===== src/rtl/core/bounded_topk_sorted_pool_macros.svh =====
// assertion macros shared by the pool controller and datapath
// no dependencies; sampled on clk_i; BTSP_ASSERT is disabled while rst_ni is low
`ifndef BOUNDED_TOPK_SORTED_POOL_MACROS_SVH
`define BOUNDED_TOPK_SORTED_POOL_MACROS_SVH

// checked only out of reset
`define BTSP_ASSERT(lbl, prop, msg) \
  lbl: assert property (@(posedge clk_i) disable iff (!rst_ni) (prop)) else $error(msg);

// checked during reset too
`define BTSP_ASSERT_ALWAYS(lbl, prop, msg) \
  lbl: assert property (@(posedge clk_i) (prop)) else $error(msg);

`endif


===== src/rtl/core/btsp_pkg.sv =====
// shared types, codes and constants of the bounded top-k sorted pool
// no dependencies
package btsp_pkg;

  localparam int unsigned DefaultCapacity = 16;
  localparam int unsigned MaxResults      = 16;
  localparam int unsigned STdataW         = 72;
  localparam int unsigned MTdataW         = 144;

  localparam logic signed [31:0] ScoreMax = 32'sh7FFF_FFFF;

  localparam logic [1:0] KindPublish = 2'd0;
  localparam logic [1:0] KindRead    = 2'd1;
  localparam logic [1:0] KindClear   = 2'd2;

  // controller to datapath
  typedef struct packed {
    logic       take;
    logic       pub;
    logic       clr;
    logic       load;
    logic       has_entry;
    logic       last;
    logic [3:0] idx;
  } btsp_cmd_t;

  // datapath to controller
  typedef struct packed {
    logic       out_free;
    logic [4:0] read_avail;
  } btsp_stat_t;

endpackage


===== src/rtl/core/bounded_topk_sorted_pool.sv =====
// bounded top-k sorted pool: publish/clear/other give one beat, loaded once the
// output register is free, and the next item is taken after that load; a read of
// k entries gives k beats, one beat a cycle while the consumer keeps up, set by
// the single output beat register. reset (rst_ni low, async) empties the
// list and drops any pending beat; entry cells are not cleared
module bounded_topk_sorted_pool import btsp_pkg::*; #(
  parameter int unsigned CAPACITY = DefaultCapacity
) (
  input  logic               clk_i,
  input  logic               rst_ni,
  input  logic               s_axis_tvalid,
  output logic               s_axis_tready,
  // score[31:0], score_invalid[32], entry_tag[64:33], wanted_count[69:65], zero pad
  input  logic [STdataW-1:0] s_axis_tdata,
  // kind[1:0]
  input  logic [1:0]         s_axis_tuser,
  output logic               m_axis_tvalid,
  input  logic               m_axis_tready,
  // accepted[0], entry_index[4:1], out_score[36:5], out_tag[68:37],
  // stored_count[73:69], list_full[74], best_score[106:75], worst_score[138:107]
  output logic [MTdataW-1:0] m_axis_tdata,
  // has_entry[0]
  output logic               m_axis_tuser,
  output logic               m_axis_tlast
);

  btsp_cmd_t          cmd;
  btsp_stat_t         stat;
  logic               accepted, has_entry, last, list_full;
  logic [3:0]         entry_index;
  logic signed [31:0] out_score, best_score, worst_score;
  logic [31:0]        out_tag;
  logic [4:0]         stored_count;

  btsp_ctrl u_ctrl (
    .clk_i          (clk_i),
    .rst_ni         (rst_ni),
    .in_valid_i     (s_axis_tvalid),
    .in_ready_o     (s_axis_tready),
    .kind_i         (s_axis_tuser),
    .wanted_count_i (s_axis_tdata[69:65]),
    .stat_i         (stat),
    .cmd_o          (cmd)
  );

  btsp_datapath #(
    .CAPACITY (CAPACITY)
  ) u_datapath (
    .clk_i           (clk_i),
    .rst_ni          (rst_ni),
    .cmd_i           (cmd),
    .stat_o          (stat),
    .score_i         (s_axis_tdata[31:0]),
    .score_invalid_i (s_axis_tdata[32]),
    .entry_tag_i     (s_axis_tdata[64:33]),
    .out_ready_i     (m_axis_tready),
    .out_valid_o     (m_axis_tvalid),
    .accepted_o      (accepted),
    .has_entry_o     (has_entry),
    .entry_index_o   (entry_index),
    .out_score_o     (out_score),
    .out_tag_o       (out_tag),
    .last_o          (last),
    .stored_count_o  (stored_count),
    .list_full_o     (list_full),
    .best_score_o    (best_score),
    .worst_score_o   (worst_score)
  );

  assign m_axis_tdata = {5'd0, worst_score, best_score, list_full, stored_count,
                         out_tag, out_score, entry_index, accepted};
  assign m_axis_tuser = has_entry;
  assign m_axis_tlast = last;

endmodule


===== src/rtl/core/btsp_datapath.sv =====
// sorted compare-and-shift cell row, occupancy and output beat register
// depends on btsp_pkg and bounded_topk_sorted_pool_macros.svh
`include "bounded_topk_sorted_pool_macros.svh"
module btsp_datapath import btsp_pkg::*; #(
  parameter int unsigned CAPACITY = DefaultCapacity
) (
  input  logic               clk_i,
  input  logic               rst_ni,
  input  btsp_cmd_t          cmd_i,
  output btsp_stat_t         stat_o,
  input  logic signed [31:0] score_i,
  input  logic               score_invalid_i,
  input  logic [31:0]        entry_tag_i,
  input  logic               out_ready_i,
  output logic               out_valid_o,
  output logic               accepted_o,
  output logic               has_entry_o,
  output logic [3:0]         entry_index_o,
  output logic signed [31:0] out_score_o,
  output logic [31:0]        out_tag_o,
  output logic               last_o,
  output logic [4:0]         stored_count_o,
  output logic               list_full_o,
  output logic signed [31:0] best_score_o,
  output logic signed [31:0] worst_score_o
);

  localparam int unsigned CW = $clog2(CAPACITY + 1);
  localparam int unsigned IW = (CAPACITY > 1) ? $clog2(CAPACITY) : 1;

  logic signed [31:0] score_q [CAPACITY];
  logic signed [31:0] score_d [CAPACITY];
  logic [31:0]        tag_q [CAPACITY];
  logic [31:0]        tag_d [CAPACITY];
  logic signed [31:0] sh_score [CAPACITY];
  logic [31:0]        sh_tag [CAPACITY];
  logic [CAPACITY-1:0] le;
  logic [CAPACITY-1:0] prev_le;
  logic [CW-1:0]      occ_q, occ_d, occ_m1;
  logic               full, pub_ok, acc_q;
  logic signed [31:0] best, worst;
  logic [IW-1:0]      rd_sel;

  logic               out_valid_q;
  logic               out_acc_q, out_has_q, out_last_q, out_full_q;
  logic [3:0]         out_idx_q;
  logic signed [31:0] out_score_q, out_best_q, out_worst_q;
  logic [31:0]        out_tag_q;
  logic [4:0]         out_cnt_q;

  // each cell: stored entry is at or below the new score
  always_comb begin
    for (int j = 0; j < CAPACITY; j++) begin
      le[j] = (CW'(j) < occ_q) && !(score_i < score_q[j]);
    end
    prev_le = CAPACITY'({le, 1'b1});
    sh_score[0] = score_q[0];
    sh_tag[0]   = tag_q[0];
    for (int j = 1; j < CAPACITY; j++) begin
      sh_score[j] = score_q[j-1];
      sh_tag[j]   = tag_q[j-1];
    end
    for (int j = 0; j < CAPACITY; j++) begin
      if (le[j]) begin
        score_d[j] = score_q[j];
        tag_d[j]   = tag_q[j];
      end else if (prev_le[j]) begin
        score_d[j] = score_i;
        tag_d[j]   = entry_tag_i;
      end else begin
        score_d[j] = sh_score[j];
        tag_d[j]   = sh_tag[j];
      end
    end
  end

  assign full   = (occ_q == CW'(CAPACITY));
  assign pub_ok = !score_invalid_i && (!full || (score_i < score_q[CAPACITY-1]));

  always_comb begin
    occ_d = occ_q;
    if (cmd_i.clr) begin
      occ_d = '0;
    end else if (cmd_i.pub && pub_ok && !full) begin
      occ_d = occ_q + 1'b1;
    end
  end

  assign occ_m1 = occ_q - 1'b1;
  assign best   = (occ_q != '0) ? score_q[0] : ScoreMax;
  assign worst  = (occ_q != '0) ? score_q[IW'(occ_m1)] : ScoreMax;
  assign rd_sel = IW'(cmd_i.idx);

  assign stat_o.out_free   = !out_valid_q || out_ready_i;
  assign stat_o.read_avail = (8'(occ_q) >= 8'(MaxResults)) ? 5'(MaxResults) : 5'(occ_q);

  always_ff @(posedge clk_i or negedge rst_ni) begin
    if (!rst_ni) begin
      occ_q       <= '0;
      acc_q       <= 1'b0;
      out_valid_q <= 1'b0;
    end else begin
      occ_q <= occ_d;
      if (cmd_i.take) begin
        acc_q <= cmd_i.pub && pub_ok;
      end
      if (cmd_i.load) begin
        out_valid_q <= 1'b1;
      end else if (out_ready_i) begin
        out_valid_q <= 1'b0;
      end
    end
  end

  always_ff @(posedge clk_i) begin
    if (cmd_i.pub && pub_ok) begin
      for (int j = 0; j < CAPACITY; j++) begin
        score_q[j] <= score_d[j];
        tag_q[j]   <= tag_d[j];
      end
    end
    if (cmd_i.load) begin
      out_acc_q   <= acc_q && !cmd_i.has_entry;
      out_has_q   <= cmd_i.has_entry;
      out_last_q  <= cmd_i.last;
      out_idx_q   <= cmd_i.has_entry ? cmd_i.idx : 4'd0;
      out_score_q <= cmd_i.has_entry ? score_q[rd_sel] : 32'sd0;
      out_tag_q   <= cmd_i.has_entry ? tag_q[rd_sel] : 32'd0;
      out_cnt_q   <= 5'(occ_q);
      out_full_q  <= full;
      out_best_q  <= best;
      out_worst_q <= worst;
    end
  end

  assign out_valid_o    = out_valid_q;
  assign accepted_o     = out_acc_q;
  assign has_entry_o    = out_has_q;
  assign entry_index_o  = out_idx_q;
  assign out_score_o    = out_score_q;
  assign out_tag_o      = out_tag_q;
  assign last_o         = out_last_q;
  assign stored_count_o = out_cnt_q;
  assign list_full_o    = out_full_q;
  assign best_score_o   = out_best_q;
  assign worst_score_o  = out_worst_q;

  `BTSP_ASSERT(a_occ_bound, occ_q <= CW'(CAPACITY), "occupancy above capacity")
  `BTSP_ASSERT(a_clear_empties, cmd_i.clr |=> occ_q == '0, "clear left entries behind")

endmodule


===== src/rtl/core/btsp_ctrl.sv =====
// controller state machine: accepts items, sequences status and read beats
// depends on btsp_pkg and bounded_topk_sorted_pool_macros.svh
`include "bounded_topk_sorted_pool_macros.svh"
module btsp_ctrl import btsp_pkg::*; (
  input  logic       clk_i,
  input  logic       rst_ni,
  input  logic       in_valid_i,
  output logic       in_ready_o,
  input  logic [1:0] kind_i,
  input  logic [4:0] wanted_count_i,
  input  btsp_stat_t stat_i,
  output btsp_cmd_t  cmd_o
);

  typedef enum logic [1:0] {
    StIdle,
    StEmit,
    StRead
  } state_e;

  state_e     state_q, state_d;
  logic [3:0] idx_q, idx_d;
  logic [4:0] k_q, k_d;
  logic [4:0] k_new;
  logic       take, rd_last;

  assign in_ready_o = (state_q == StIdle);
  assign take       = in_valid_i && in_ready_o;
  assign k_new      = (wanted_count_i < stat_i.read_avail) ? wanted_count_i : stat_i.read_avail;
  assign rd_last    = ((5'(idx_q) + 5'd1) == k_q);

  always_comb begin
    state_d         = state_q;
    idx_d           = idx_q;
    k_d             = k_q;
    cmd_o           = '0;
    cmd_o.take      = take;
    cmd_o.idx       = idx_q;
    unique case (state_q)
      StIdle: begin
        if (take) begin
          cmd_o.pub = (kind_i == KindPublish);
          cmd_o.clr = (kind_i == KindClear);
          state_d   = StEmit;
          if ((kind_i == KindRead) && (k_new != 5'd0)) begin
            idx_d   = 4'd0;
            k_d     = k_new;
            state_d = StRead;
          end
        end
      end
      StEmit: begin
        if (stat_i.out_free) begin
          cmd_o.load = 1'b1;
          cmd_o.last = 1'b1;
          state_d    = StIdle;
        end
      end
      StRead: begin
        if (stat_i.out_free) begin
          cmd_o.load      = 1'b1;
          cmd_o.has_entry = 1'b1;
          cmd_o.last      = rd_last;
          if (rd_last) begin
            state_d = StIdle;
          end else begin
            idx_d = idx_q + 4'd1;
          end
        end
      end
      default: state_d = StIdle;
    endcase
  end

  always_ff @(posedge clk_i or negedge rst_ni) begin
    if (!rst_ni) begin
      state_q <= StIdle;
      idx_q   <= '0;
      k_q     <= '0;
    end else begin
      state_q <= state_d;
      idx_q   <= idx_d;
      k_q     <= k_d;
    end
  end

  `BTSP_ASSERT(a_load_free, cmd_o.load |-> stat_i.out_free, "beat loaded over a waiting beat")
  `BTSP_ASSERT(a_read_range, (state_q == StRead) |-> (5'(idx_q) < k_q), "read rank past count")

endmodule


===== config.mk =====
export PLATFORM = sky130hd
export DESIGN_NAME = bounded_topk_sorted_pool
export DESIGN_NICKNAME = d
export VERILOG_FILES = /design/src/rtl/core/btsp_pkg.sv /design/src/rtl/core/bounded_topk_sorted_pool.sv /design/src/rtl/core/btsp_datapath.sv /design/src/rtl/core/btsp_ctrl.sv
export VERILOG_INCLUDE_DIRS = /design/src /design/src/rtl/core
export SDC_FILE = /design/constraint.sdc
export NUM_CORES = 2
export LEC_CHECK = 0
export BUFFER_PORTS_ARGS = -buffer_cell sky130_fd_sc_hd__buf_4
export CORE_MARGIN = 3
export CORE_UTILIZATION = 64
export DETAILED_ROUTE_END_ITERATION = 7
export PLACE_DENSITY = 0.87
export RECOVER_POWER = 50
export SYNTH_ARGS = -nofsm -noshare
export SYNTH_HDL_FRONTEND = slang
export SYNTH_SLANG_ARGS = --single-unit

===== constraint.sdc =====
create_clock -name clk_i -period 9.01 [get_ports clk_i]
set_input_delay 0.4505 -clock clk_i [delete_from_list [all_inputs] [get_ports clk_i]]
set_output_delay 0.4505 -clock clk_i [all_outputs]
set_load 0.02 [all_outputs]

==> impl_metrics.ini <==
[floorplan]
fp.dieArea_mm2 = 0.120
initial_utilization = 0.646
fp.dieW_um = 346
rows = 124
die_y_um = 346
io-pin-count = 226
core_mm2 = 0.115

[worst_setup_path]
cp.arrival_ns = 7.95
cpMaxStageDelayCell = clkbuf_1
crit_family = buffers and inverters
r2r_setup_slack_ns = 1.89
worst-path-buf-inv = 2
crit_required_ns = 9.51
r2r-end = u_datapath.worst_score_o[20]$_SDFFCE_PN1P_
rr_worst_depth = 7
critPathMaxFanout = 35
critical_path_class = primary input to flip-flop
endpoint_kind = flip-flop
cp-start-kind = primary input
path_cells = clkbuf_1 -> ha_1 -> a21o_1 -> a21oi_1 -> nor2b_1 -> o21ai_0 -> and4b_1 -> o21ai_0 -> nand2_1 -> clkbuf_1 -> mux2_2
worstReg2RegStart = u_datapath.occ_q[0]$_DFFE_PN0P_
cpPeakStageDelay_ns = 1.96

[power]
irDropWorstVdd_uv = 470
fin_total_pwr_mw = 19.9
power_density_mw_per_mm2 = 247
leakagePower_nw = 29.5

[yosys]
synth_top_area_cell = edfxtp_1
yosysUniqueCellTypes = 77
syn_inst = 5099
yosysSeqAreaShare = 0.478
synth_ff_type = edfxtp_1
yosys-top-cells-area = edfxtp_1, mux4_2, mux2_2, ha_1, mux2_4
ys_ff_latch = 1183
synth_edf_count = 1165
yosysWarnings = 0
yosysTopAreaCellShare = 0.472
syn_area_mm2 = 0.0741
synth.avg_cell_area_um2 = 14.5
async_flop_share = 0.0152

[clocking]
cts_tree = yes
cts_setup_buffers = 0
clkSinkCount = 1183
worstSkewPairLatency_ns = 0.78
cts.clk_slew.worst_paths_ns = 0.06
cts_buffers = 131
htreeDepth = 4
root_buffer = clkbuf_16
cts.path.max_buffers = 3

[global_routing]
grt-ovfl-total = 0
antenna_found_initial = 25
globalRouteTotalUtil = 0.367
grt_pass1_wl_mm = 328
grt_max_degree = 143
grt_pass1_vias = 51038

[place]
hpwl_mm = 137
finalWeightedCongestion = 0.961
portBuffers = 218

[timing]
slew-limit-headroom = -2.11
tightest_slew_ns = 4.67
finalHoldViolCount = 0
period_minus_slack_ns = 7.44
setup-tns-final_ns = 0
fmax_ghz = 0.134
slew_viol_final = 2164
fin_crit_sh = 0.826
rsz0062_at_grt = no
clock-skew-final_ns = 0.0277
setup_viol = 0

[drt]
drc = 0
vias = 50051
wl_per_cell_um = 32.2
ant_nets = 0
viasPerCell = 7.29
wl_mm = 221
drt_iter0_drc = 7024
first_pass_iters = 6

[worst_hold_path]
min_path_cells = 3
hold_end = u_ctrl.k_q[4]$_DFFE_PN0P_
hold_path_startpoint = s_axis_tdata[69]
worstHoldPathType = primary input to flip-flop

[status]
violations = capacitance limit, slew limit
outcome = complete, but fails checks

[job]
drv_cap = 61

[layout]
nets = 5826
area_growth_pct = 8.76
drive_gt1_frac = 0.302
n_fill_cell = 7468
[synthesized netlist by cell type, drive strengths merged (5+ instances only)]
library cell and count:
xnor2 9, mux4 479, nand4 71, nand2b 15, o211ai 20, buf 152
inv 527, or2 67, nor4 10, or3 5, a21oi 165, edfxtp 1165
a2111oi 15, a221oi 8, and4 10, nor2 79, o21ai 131, nand3 57
a211o 10, and2 69, a21o 79, o21a 12, nor3 28, a41oi 5
o31ai 6, clkbuf 177, ha 507, a31o 5, dfrtp 18, a31oi 8
nand2 94, mux2 929, a221o 38, a211oi 30, nor2b 35
[metrics by stage]
step                 util  instances  area (um^2)  setup slack, ns  hold WS [ns]
global route        0.703       6859        80600             1.58        0.0631
CTS                 0.714       6855        81800             3.52     0.0000812
detailed placement  0.673       6586        77200             3.15         0.341
finish              0.703       6863        80600             1.57        0.0256
global placement    0.673       6586        77200             3.19         0.336
floorplan               -       5103        74100             1.15         0.155
[how the worst max path moves through the flow]
stage / start / to / slack (ns) / cells past startpoint
final: s_axis_tdata[17] / u_datapath.tag_q[8][2]$_DFFE_PP_ / 1.57 / 11
after global routing: s_axis_tdata[13] / u_datapath.tag_q[8][10]$_DFFE_PP_ / 1.58 / 11
after CTS: u_datapath.score_q[8][5]$_DFFE_PP_ / u_datapath.tag_q[8][29]$_DFFE_PP_ / 3.52 / 13
after detailed placement: s_axis_tdata[29] / u_datapath.tag_q[6][16]$_DFFE_PP_ / 3.15 / 9
after global placement: s_axis_tdata[11] / u_datapath.tag_q[3][22]$_DFFE_PP_ / 3.19 / 12
after floorplan: u_ctrl.state_q[0]$_DFFE_PN0P_ / u_datapath.accepted_o$_DFFE_PP_ / 1.15 / 5
[registers in the layout, indices dropped and copies added, names as in the netlist]
signal and count:
u_ctrl.state_q 2, u_datapath.list_full_o 1, u_datapath.acc_q 1, u_datapath.worst_score_o 32, u_datapath.best_score_o 32, u_datapath.occ_q 5
u_datapath.out_score_o 32, u_datapath.entry_index_o 4, u_datapath.accepted_o 1, u_ctrl.idx_q 4, u_datapath.out_tag_o 32, u_datapath.out_valid_o 1
u_datapath.score_q 512, u_ctrl.k_q 5, u_datapath.has_entry_o 1, u_datapath.last_o 1, u_datapath.tag_q 512, u_datapath.stored_count_o 5
[layer usage]
metal / part of all wire / GRT usage
met5: 0.00065 / 0
met4: 0.065 / 0.211
met3: 0.13 / 0.107
met2: 0.46 / 0.555
met1: 0.34 / 0.477
[worst register-to-register path: cells and delay by family (launching register included)]
family / cells / cell delay, ns
flops: 1 / 0.41
simple gates: 1 / 0.40
buf+inv: 3 / 4.19
mux: 2 / 1.41
fa+ha+maj: 1 / 0.37
[report_power, final]
group	internal (mW)	switching, mW
registers	6.72	0.328
clock network	3.19	2.36
logic	3.50	3.79
[final cells by class]
cell class                 instances  area, um^2  area share
inverter                         528        1980      0.0246
timing repair buffer             334        1880      0.0233
antenna                            8        20.0    0.000248
clock buffer                     163        3420      0.0424
tap                             1512        1890      0.0235
multi-input combinational       3063       35000       0.435
sequential                      1183       35400       0.440
clock inverter                    72         921      0.0114
[placed cells by master (no fill, tap or decap), types with 38 or more instances in the layout]
cell type / Yosys / layout
edfxtp_1: 1165 / 1165
mux2_2: 704 / 698
inv_1: 527 / 525
ha_1: 507 / 507
mux4_2: 479 / 479
clkbuf_1: 177 / 265
a21oi_1: 165 / 164
mux2_1: 78 / 151
clkbuf_16: 0 / 132
o21ai_0: 118 / 120
nand2_1: 94 / 94
mux2_4: 147 / 80
a21o_1: 79 / 77
nor2_1: 79 / 72
nand4_1: 71 / 71
or2_2: 67 / 66
nand3_1: 57 / 57
buf_4: 29 / 48
a221o_1: 38 / 38
[what timing repair did]
action,in CTS,in global routing
gates resized for setup,0,0
endpoints found under the setup margin,0,0
hold endpoints to repair,52,0
hold buffers,34,0
[kinds of logic after synthesis]
group	Yosys count	synth area share
muxes	1412	0.295
other	1	0.0000506
and+or+nand+nor	562	0.0411
xor gates and xnor gates	13	0.00154
AOI/OAI and AO/OA	564	0.0500
adders and majority gates	507	0.0856
buffers and inverters	857	0.0489
DFF	1183	0.478
Note: power is estimated with default switching activity, not from simulation.
